**config.mk**
```make
export PLATFORM = sky130hd
export DESIGN_NAME = stepper_homing_calibrator
export DESIGN_NICKNAME = d
export VERILOG_FILES = /design/src/rtl/shc_pkg.sv /design/src/rtl/stepper_homing_calibrator.sv /design/src/rtl/shc_ctrl.sv
export SDC_FILE = /design/constraint.sdc
export NUM_CORES = 1
export LEC_CHECK = 0
export BUFFER_PORTS_ARGS = -buffer_cell sky130_fd_sc_hd__buf_2
export CORE_ASPECT_RATIO = 1.25
export CORE_MARGIN = 4
export CORE_UTILIZATION = 39
export CTS_CLUSTER_SIZE = 28
export DETAILED_ROUTE_END_ITERATION = 10
export SKIP_LAST_GASP = 1
export SLEW_MARGIN = 40
export SYNTH_ARGS = -nofsm -noshare
export SYNTH_HDL_FRONTEND = slang
export SYNTH_SLANG_ARGS = --single-unit
```
**constraint.sdc**
```tcl
create_clock -name clock -period 6 [get_ports clock]
set_input_delay 0.9 -clock clock [delete_from_list [all_inputs] [get_ports clock]]
set_output_delay 0.9 -clock clock [all_outputs]
set_load 0.01 [all_outputs]
```
**src/rtl/shc_pkg.sv**
```systemverilog
`timescale 1ns / 1ps
// ----------------------------------------------------------------------------
// shc_pkg: stepper homing calibrator package
// Request, result and configuration types, phase codes and register indexes.
// ----------------------------------------------------------------------------
package shc_pkg;

   localparam int unsigned HALF_PERIOD_BITS = 16;
   localparam int unsigned MAX_STEPS_BITS   = 20;
   localparam int unsigned TRAVEL_BITS      = 20;
   localparam int unsigned AXIS_BITS        = 2;
   localparam int unsigned CSR_INDEX_BITS   = 2;
   localparam int unsigned CSR_DATA_BITS    = 20;

   localparam logic [CSR_INDEX_BITS-1:0] CSR_HALF_PERIOD = 2'd0;
   localparam logic [CSR_INDEX_BITS-1:0] CSR_MAX_STEPS   = 2'd1;

   localparam logic [HALF_PERIOD_BITS-1:0] HALF_PERIOD_RESET = 16'd600;
   localparam logic [MAX_STEPS_BITS-1:0]   MAX_STEPS_RESET   = 20'd4096;

   localparam logic ACTION_TICK  = 1'b0;
   localparam logic ACTION_START = 1'b1;

   localparam logic [2:0] PH_IDLE        = 3'd0;
   localparam logic [2:0] PH_HOME_SAMPLE = 3'd1;
   localparam logic [2:0] PH_HOME_STEP   = 3'd2;
   localparam logic [2:0] PH_FAR_SAMPLE  = 3'd3;
   localparam logic [2:0] PH_FAR_STEP    = 3'd4;
   localparam logic [2:0] PH_CENTRE_STEP = 3'd5;

   typedef struct packed {
      logic                 action;
      logic [AXIS_BITS-1:0] axis;
      logic                 far_limit_pressed;
      logic                 home_limit_pressed;
   } req_type;

   typedef struct packed {
      logic                   step_level;
      logic                   forward;
      logic                   drive_enable;
      logic                   busy_res;
      logic                   done_res;
      logic                   failed;
      logic [TRAVEL_BITS-1:0] travel_steps;
      logic [AXIS_BITS-1:0]   axis_now;
   } rsp_type;

   typedef struct packed {
      logic [HALF_PERIOD_BITS-1:0] half_period_ticks;
      logic [MAX_STEPS_BITS-1:0]   max_calibration_steps;
   } cfg_type;

endpackage

```
**src/rtl/stepper_homing_calibrator.sv**
```systemverilog
`timescale 1ns / 1ps
// a request's result passes the request register, then the result register, and
// is held there until taken; throughput is one request per cycle while results
// are taken, set by the single-pass sequencer logic
// reset: synchronous, clears phase, counters, axis and all stored travel,
// and loads half period 600 and step limit 4096
// ----------------------------------------------------------------------------
// stepper_homing_calibrator: limit switch homing and travel calibration
// Seeks home, counts travel to the far switch and steps back to the centre.
// ----------------------------------------------------------------------------
module stepper_homing_calibrator #(
   parameter int unsigned AXES            = 3,
   parameter int unsigned STEP_COUNT_BITS = 20
) (
   input  logic                                   clock,
   input  logic                                   reset,
   input  logic                                   req_valid,
   output logic                                   req_ready,
   input  shc_pkg::req_type                       req_data,
   output logic                                   rsp_valid,
   input  logic                                   rsp_ready,
   output shc_pkg::rsp_type                       rsp_data,
   input  logic                                   csr_write_enable,
   input  logic [shc_pkg::CSR_INDEX_BITS-1:0]     csr_index,
   input  logic [shc_pkg::CSR_DATA_BITS-1:0]      csr_wdata
);
   import shc_pkg::*;

   cfg_type cfg_ff;
   req_type req_ff;
   logic    req_valid_ff;
   rsp_type rsp_ff;
   logic    rsp_valid_ff;
   rsp_type rsp_next;
   logic    advance;

   assign advance   = req_valid_ff && (!rsp_valid_ff || rsp_ready);
   assign req_ready = !req_valid_ff || advance;
   assign rsp_valid = rsp_valid_ff;
   assign rsp_data  = rsp_ff;

   always_ff @(posedge clock) begin
      if (reset) begin
         cfg_ff.half_period_ticks     <= HALF_PERIOD_RESET;
         cfg_ff.max_calibration_steps <= MAX_STEPS_RESET;
      end else if (csr_write_enable) begin
         case (csr_index)
            CSR_HALF_PERIOD: begin
               cfg_ff.half_period_ticks <= csr_wdata[HALF_PERIOD_BITS-1:0];
            end
            CSR_MAX_STEPS: begin
               cfg_ff.max_calibration_steps <= csr_wdata[MAX_STEPS_BITS-1:0];
            end
            default: begin
            end
         endcase
      end
   end

   // request register
   always_ff @(posedge clock) begin
      if (reset) begin
         req_valid_ff <= 1'b0;
      end else if (req_ready) begin
         req_valid_ff <= req_valid;
      end
   end

   always_ff @(posedge clock) begin
      if (req_ready && req_valid) begin
         req_ff <= req_data;
      end
   end

   shc_ctrl #(
      .AXES            (AXES),
      .STEP_COUNT_BITS (STEP_COUNT_BITS)
   ) u_ctrl (
      .clock   (clock),
      .reset   (reset),
      .step_en (advance),
      .req     (req_ff),
      .cfg     (cfg_ff),
      .rsp     (rsp_next)
   );

   // result register
   always_ff @(posedge clock) begin
      if (reset) begin
         rsp_valid_ff <= 1'b0;
      end else if (advance) begin
         rsp_valid_ff <= 1'b1;
      end else if (rsp_ready) begin
         rsp_valid_ff <= 1'b0;
      end
   end

   always_ff @(posedge clock) begin
      if (advance) begin
         rsp_ff <= rsp_next;
      end
   end

   a_done_fail_excl: assert property (@(posedge clock) disable iff (reset)
      rsp_valid_ff |-> !(rsp_ff.done_res && rsp_ff.failed))
      else $error("done and failed in the same result");

   a_end_not_busy: assert property (@(posedge clock) disable iff (reset)
      (rsp_valid_ff && (rsp_ff.done_res || rsp_ff.failed)) |-> !rsp_ff.busy_res)
      else $error("calibration ended but still busy");

   a_forward_busy: assert property (@(posedge clock) disable iff (reset)
      (rsp_valid_ff && rsp_ff.forward) |-> (rsp_ff.busy_res && rsp_ff.drive_enable))
      else $error("forward seek while not busy");

   a_stall_holds: assert property (@(posedge clock) disable iff (reset)
      (rsp_valid_ff && !rsp_ready) |=> (rsp_valid_ff && $stable(rsp_ff)))
      else $error("stalled result lost");

endmodule

```
**src/rtl/shc_ctrl.sv**
```systemverilog
`timescale 1ns / 1ps
// ----------------------------------------------------------------------------
// shc_ctrl: homing sequencer
// Holds the calibration state and per-axis travel, and works out one result
// per request from the registered request and the current state.
// ----------------------------------------------------------------------------
module shc_ctrl #(
   parameter int unsigned AXES            = 3,
   parameter int unsigned STEP_COUNT_BITS = 20
) (
   input  logic            clock,
   input  logic            reset,
   input  logic            step_en,
   input  shc_pkg::req_type req,
   input  shc_pkg::cfg_type cfg,
   output shc_pkg::rsp_type rsp
);
   import shc_pkg::*;

   localparam int unsigned AW = (AXES > 1) ? $clog2(AXES) : 1;
   localparam int unsigned LW = (STEP_COUNT_BITS > MAX_STEPS_BITS) ?
                                STEP_COUNT_BITS : MAX_STEPS_BITS;
   localparam logic [STEP_COUNT_BITS-1:0] CNT_MASK = '1;

   logic [2:0]                 phase_ff, phase_in;
   logic [AXIS_BITS-1:0]       axis_ff, axis_in;
   logic [STEP_COUNT_BITS-1:0] step_ff, step_in;
   logic [HALF_PERIOD_BITS-1:0] tick_ff, tick_in;
   logic                       pulse_ff, pulse_in;
   logic [STEP_COUNT_BITS-1:0] centre_ff, centre_in;
   logic [STEP_COUNT_BITS-1:0] travel_ff [AXES];

   logic                       store_wr;
   logic [STEP_COUNT_BITS-1:0] store_val;
   logic [AW-1:0]              ax_idx;
   logic [LW-1:0]              limit;
   logic [HALF_PERIOD_BITS:0]  half_period;
   logic [HALF_PERIOD_BITS:0]  tick_next;
   logic                       level, done, fail;

   assign ax_idx = AW'(axis_ff);

   // step limit is the lower of the register and the counter's top value; a zero half period acts as 1
   always_comb begin
      if (LW'(cfg.max_calibration_steps) > LW'(CNT_MASK)) begin
         limit = LW'(CNT_MASK);
      end else begin
         limit = LW'(cfg.max_calibration_steps);
      end
      if (cfg.half_period_ticks == '0) begin
         half_period = (HALF_PERIOD_BITS+1)'(1);
      end else begin
         half_period = {1'b0, cfg.half_period_ticks};
      end
   end

   always_comb begin
      phase_in  = phase_ff;
      axis_in   = axis_ff;
      step_in   = step_ff;
      tick_in   = tick_ff;
      pulse_in  = pulse_ff;
      centre_in = centre_ff;
      store_wr  = 1'b0;
      store_val = step_ff;
      level     = 1'b0;
      done      = 1'b0;
      fail      = 1'b0;
      tick_next = '0;

      if (req.action == ACTION_START) begin
         if (phase_ff == PH_IDLE && (32'(req.axis) < AXES)) begin
            axis_in   = req.axis;
            step_in   = '0;
            centre_in = '0;
            phase_in  = PH_HOME_SAMPLE;
            pulse_in  = 1'b0;
            tick_in   = '0;
         end
      end else begin
         // sample ticks: far switch wins over home
         if (phase_ff == PH_HOME_SAMPLE) begin
            if (req.home_limit_pressed && !req.far_limit_pressed) begin
               phase_in = PH_FAR_SAMPLE;
               step_in  = '0;
            end else begin
               phase_in = PH_HOME_STEP;
               pulse_in = 1'b1;
               tick_in  = '0;
            end
         end else if (phase_ff == PH_FAR_SAMPLE) begin
            if (req.far_limit_pressed) begin
               store_wr  = 1'b1;
               store_val = step_ff;
               centre_in = step_ff >> 1;
               if ((step_ff >> 1) == '0) begin
                  phase_in = PH_IDLE;
                  pulse_in = 1'b0;
                  tick_in  = '0;
                  done     = 1'b1;
               end else begin
                  phase_in = PH_CENTRE_STEP;
                  pulse_in = 1'b1;
                  tick_in  = '0;
               end
            end else begin
               phase_in = PH_FAR_STEP;
               pulse_in = 1'b1;
               tick_in  = '0;
            end
         end

         if (phase_in == PH_HOME_STEP || phase_in == PH_FAR_STEP ||
             phase_in == PH_CENTRE_STEP) begin
            level     = pulse_in;
            tick_next = {1'b0, tick_in} + (HALF_PERIOD_BITS+1)'(1);
            if (tick_next >= half_period) begin
               tick_in = '0;
               if (pulse_in) begin
                  pulse_in = 1'b0;
               end else if (phase_in == PH_HOME_STEP || phase_in == PH_FAR_STEP) begin
                  if (LW'(step_in) >= limit) begin
                     phase_in = PH_IDLE;
                     pulse_in = 1'b0;
                     fail     = 1'b1;
                  end else begin
                     step_in  = step_in + STEP_COUNT_BITS'(1);
                     phase_in = (phase_in == PH_HOME_STEP) ? PH_HOME_SAMPLE
                                                            : PH_FAR_SAMPLE;
                  end
               end else begin
                  centre_in = centre_in - STEP_COUNT_BITS'(1);
                  if (centre_in == '0) begin
                     phase_in = PH_IDLE;
                     pulse_in = 1'b0;
                     done     = 1'b1;
                  end else begin
                     pulse_in = 1'b1;
                  end
               end
            end else begin
               tick_in = tick_next[HALF_PERIOD_BITS-1:0];
            end
         end
      end
   end

   always_comb begin
      rsp.step_level   = level;
      rsp.forward      = (phase_in == PH_FAR_SAMPLE || phase_in == PH_FAR_STEP);
      rsp.drive_enable = (phase_in != PH_IDLE);
      rsp.busy_res     = (phase_in != PH_IDLE);
      rsp.done_res     = done;
      rsp.failed       = fail;
      rsp.axis_now     = axis_in;
      // the written travel is visible in the same result
      if (store_wr) begin
         rsp.travel_steps = TRAVEL_BITS'(store_val);
      end else begin
         rsp.travel_steps = TRAVEL_BITS'(travel_ff[AW'(axis_in)]);
      end
   end

   always_ff @(posedge clock) begin
      if (reset) begin
         phase_ff  <= PH_IDLE;
         axis_ff   <= '0;
         step_ff   <= '0;
         tick_ff   <= '0;
         pulse_ff  <= 1'b0;
         centre_ff <= '0;
         for (int i = 0; i < AXES; i++) begin
            travel_ff[i] <= '0;
         end
      end else if (step_en) begin
         phase_ff  <= phase_in;
         axis_ff   <= axis_in;
         step_ff   <= step_in;
         tick_ff   <= tick_in;
         pulse_ff  <= pulse_in;
         centre_ff <= centre_in;
         if (store_wr) begin
            travel_ff[ax_idx] <= store_val;
         end
      end
   end

endmodule

```
==> results.yml <==
synthesis:
  synth.yosys.seq_area_share_pct: 46.68
  synth_fp_nets: 1363
  post-synth-top-area-fraction_pct: 29.26
  postSynth.asyncResetShare_pct: 0
  yosys_register_bits: 212
  ys.warnings.count: 0
  netlist_instances: 1291
  post_synth_most_frequent_cells: "240 x sky130_fd_sc_hd__nand2_1, 112 x sky130_fd_sc_hd__edfxtp_1, 100 x sky130_fd_sc_hd__dfxtp_1, 87 x sky130_fd_sc_hd__o21ai_0"
  postSynth.topFlopCell: "sky130_fd_sc_hd__edfxtp_1"
  synth_edf_count: 112
  yosys.area.top_type: "sky130_fd_sc_hd__edfxtp_1"
  netlist_area_mm2: 0.01149
  synth_cell_type_count: 87
  synth.area.top_cells: "sky130_fd_sc_hd__edfxtp_1 29%, sky130_fd_sc_hd__dfxtp_1 17%, sky130_fd_sc_hd__nand2_1 7.8%"
  synthesis.area_per_instance_um2: 8.903
  yosys.cell_count.top_type: "sky130_fd_sc_hd__nand2_1"
cts:
  clkLatencyLatePin_ps: 510
  htreeDepth: 1
  cts.sinks: 212
  cts_max_path_buffers: 3
  cts_root_buf: "sky130_fd_sc_hd__clkbuf_16"
  cts_repair_resize_count: 0
  postCtsSetupRepairBufs: 0
  numCtsBuffers: 24
  cts_tree: "yes"
  cts.hold.buffers_added: 0
  clock_pin_slew_of_the_registers_on_the_worst_case_setup_and_hold_paths_ps: 60
critical_path:
  worst_ep_required_time_ps: 6400
  r2r-start: "req_ff[1]$_DFFE_PP_"
  path_cells: "nand2b_1 > o21ai_1 > buf_4 > nand2_1 > inv_1 > ha_1 > and3_1 > nand4_1 > or2_2 > nor3_1 > xnor2_1 > ha_1 > nand3_1 > nor4b_1 > o31ai_1 > o211ai_2 > nand4_2 > nor2_2 > nand3_1 > xnor2_1 > a221o_1"
  critical_path.max_fanout: 10
  critPathSlowestCell: "sky130_fd_sc_hd__nor2_2"
  type_of_the_worst_setup_path: "flop to flop"
  rrSetupSlack_ps: 910
  critical_path.endpoint: "u_ctrl.centre_ff[17]$_SDFFE_PP0P_"
  cp_data_arrival_time_ps: 5490
  worst_path_largest_cell_delay_ps: 500
  crit_cells: 21
  worstReg2RegEnd: "u_ctrl.centre_ff[17]$_SDFFE_PP0P_"
  cp_top_family: "simple AND/OR/NAND/NOR gates"
  critPathCaptureType: "flop"
  reg2regPathDepth: 21
  start_kind: "flop"
  startpoint: "req_ff[1]$_DFFE_PP_"
  critical_path_buf_inv_count: 2
routing:
  drt.antenna.violating_nets: 0
  dr_total_vias: 9349
  drc: 0
  first_iter_violations: 427
  drt_wl_total_mm: 29.84
  route.detailed.wl_per_inst_um: 17.31
  detail_route.first_pass.iterations: 5
  vias_per_cell: 5.423
pwr:
  peakVddDrop_v: 0.0001901
  post-layout-total-power_mw: 3.293
  pwr_density_cell_mw_per_mm2: 255.2
  power_leakage_nw: 5.001
layout:
  num_antenna_cells: 0
  nets: 1382
  final_layout_size_suffix_gt1_share_pct: 11.60
  fill_cells: 2914
  post_synthesis_to_final_layout_area_growth_pct: 12.25
floorplanning:
  initial_cell_density_of_the_core_pct: 39.41
  die_height_um: 199.9
  die-width_um: 161.5
  placementRows: 70
  placeable_core_region_mm2: 0.02917
  area_of_the_die_mm2: 0.03230
  ioPinCount: 62
global_route:
  antenna_found_initial: 0
  grt_first_pass_wirelength_mm: 49.16
  globalRouteOverflowTotal: 0
  grt_util_all_layers_pct: 18.50
  maximum_number_of_pins_on_one_net_before_global_route_repair: 48
  grt_pass1_vias: 9532
timing:
  finalMaxSlewViolations: 0
  setup_total_negative_slack_ps: 0
  fmaxAchievable_mhz: 196.4
  transition_time_at_the_pin_with_the_least_slew_margin_ps: 788.2
  fin_worst_skew_ps: 10.48
  holdWs_ps: 452.3
  timing.max_slew.rel_slack_pct: 47.40
  period_needed_ps: 5093
  number_of_hold_violations_in_the_final_report: 0
  rsz0062_at_grt: "no"
  final_min_period_over_clock_period_pct: 84.88
  final_report_setup_violation_count: 0
place:
  gp_congestion: 0.9198
  placement.io_buffers: 61
  post-dp-hpwl_mm: 20.38
job:
  maxCapViolCount: 0
hold_path:
  min-delay-path-class: "flop to flop"
status:
  status: "finished clean"
## registers in the layout, summed over array words and instances (netlist names)
| register | flops |
|---|---|
| u_ctrl.pulse_ff | 1 |
| req_ff | 5 |
| rsp_data | 27 |
| req_valid_ff | 1 |
| u_ctrl.phase_ff | 3 |
| rsp_valid | 1 |
| u_ctrl.ax_idx | 2 |
| u_ctrl.tick_ff | 16 |
| u_ctrl.centre_ff | 20 |
| cfg_ff | 36 |
| u_ctrl.step_ff | 20 |
| u_ctrl.travel_ff | 80 |
## cell usage in the layout (no fill, tap or decap), types with 6 or more instances in the layout
cell type / count
sky130_fd_sc_hd__a211o_1: 7
sky130_fd_sc_hd__dfxtp_1: 100
sky130_fd_sc_hd__clkbuf_16: 25
sky130_fd_sc_hd__nor2_1: 68
sky130_fd_sc_hd__a22oi_1: 16
sky130_fd_sc_hd__nand4_1: 7
sky130_fd_sc_hd__nor4_1: 18
sky130_fd_sc_hd__a31oi_1: 8
sky130_fd_sc_hd__nand3_1: 48
sky130_fd_sc_hd__o21ai_0: 87
sky130_fd_sc_hd__a21oi_1: 74
sky130_fd_sc_hd__and3_1: 17
sky130_fd_sc_hd__nand2_1: 240
sky130_fd_sc_hd__xor2_1: 10
sky130_fd_sc_hd__buf_2: 61
sky130_fd_sc_hd__or2_2: 9
sky130_fd_sc_hd__mux2i_1: 16
sky130_fd_sc_hd__xnor2_1: 24
sky130_fd_sc_hd__buf_4: 17
sky130_fd_sc_hd__nor3_1: 30
sky130_fd_sc_hd__inv_1: 54
sky130_fd_sc_hd__edfxtp_1: 112
sky130_fd_sc_hd__o31ai_1: 7
sky130_fd_sc_hd__a22o_1: 8
sky130_fd_sc_hd__clkbuf_1: 7
sky130_fd_sc_hd__or3_1: 8
sky130_fd_sc_hd__a21o_1: 7
sky130_fd_sc_hd__ha_1: 40
sky130_fd_sc_hd__or4_1: 6
sky130_fd_sc_hd__and2_1: 75
## cells by family after synthesis
logic type               count (synthesis)  synth area share (%)
AO/OA/AOI/OAI                          273                 14.96
AND/OR/NAND/NOR                        571                 24.79
adder cells (fa/ha/maj)                 40                 4.354
buffers and inverters                  141                 4.833
flip-flops                             212                 46.68
XOR/XNOR                                34                 2.591
multiplexers                            20                 1.796
## worst min path at each step
stage | startpoint | depth (start not counted) | slack (ps) | to
6_report | cfg_ff[19]$_SDFFE_PP0P_ | 2 | 450 | cfg_ff[19]$_SDFFE_PP0P_
5_1_grt | cfg_ff[5]$_SDFFE_PP0P_ | 2 | 470 | cfg_ff[5]$_SDFFE_PP0P_
4_1_cts | cfg_ff[15]$_SDFFE_PP0P_ | 2 | 460 | cfg_ff[15]$_SDFFE_PP0P_
3_5_place_dp | u_ctrl.pulse_ff$_SDFFE_PP0P_ | 2 | 440 | u_ctrl.pulse_ff$_SDFFE_PP0P_
3_3_place_gp | u_ctrl.pulse_ff$_SDFFE_PP0P_ | 2 | 440 | u_ctrl.pulse_ff$_SDFFE_PP0P_
2_1_floorplan | u_ctrl.step_ff[1]$_SDFFE_PP0P_ | 0 | 400 | u_ctrl.travel_ff[3][1]$_DFFE_PP_
## through the flow
stage | area (µm²) | worst slack [ps] | cells | utilization [%]
floorplan | 11490 | 1324 | 1291 | -
global placement | 12110 | 1090 | 1680 | 41.53
detailed placement | 12120 | 939.0 | 1680 | 41.56
CTS | 12890 | 909.8 | 1724 | 44.21
global route | 12900 | 383.5 | 1724 | 44.23
finish | 12900 | 907.2 | 1724 | 44.23
## worst reg2reg max path: stages, from the launching register on
cell	delay, ps
sky130_fd_sc_hd__edfxtp_1	480
sky130_fd_sc_hd__nand2b_1	210
sky130_fd_sc_hd__o21ai_1	140
sky130_fd_sc_hd__buf_4	180
sky130_fd_sc_hd__nand2_1	80
sky130_fd_sc_hd__inv_1	80
sky130_fd_sc_hd__ha_1	170
sky130_fd_sc_hd__and3_1	270
sky130_fd_sc_hd__nand4_1	130
sky130_fd_sc_hd__or2_2	340
sky130_fd_sc_hd__nor3_1	370
sky130_fd_sc_hd__xnor2_1	140
sky130_fd_sc_hd__ha_1	310
sky130_fd_sc_hd__nand3_1	110
sky130_fd_sc_hd__nor4b_1	250
sky130_fd_sc_hd__o31ai_1	130
sky130_fd_sc_hd__o211ai_2	180
sky130_fd_sc_hd__nand4_2	200
sky130_fd_sc_hd__nor2_2	510
sky130_fd_sc_hd__nand3_1	240
sky130_fd_sc_hd__xnor2_1	180
sky130_fd_sc_hd__a221o_1	290
## where the power goes
group          total [mW]  internal (mW)  switching (mW)
clock network        1.44          0.847           0.593
logic               0.253         0.0841           0.169
registers            1.60           1.58          0.0239
## cell type report
type                       instances  area [µm²]  area share [%]
clock buffer                      35       693.2           5.373
clock inverter                     9       80.08          0.6207
inverter                          56       210.2           1.629
multi-input combinational        938        5624           43.59
sequential                       212        5365           41.59
tap                              396       495.5           3.841
timing repair buffer              78       432.9           3.356
## routing by layer
metal	global-route usage (%)	wire length [µm]
met4	7.332	1124
met5	0	0
met2	34.06	15000
met1	22.11	12450
met3	2.157	1266
No activity file was read; power rests on OpenSTA's default activity.
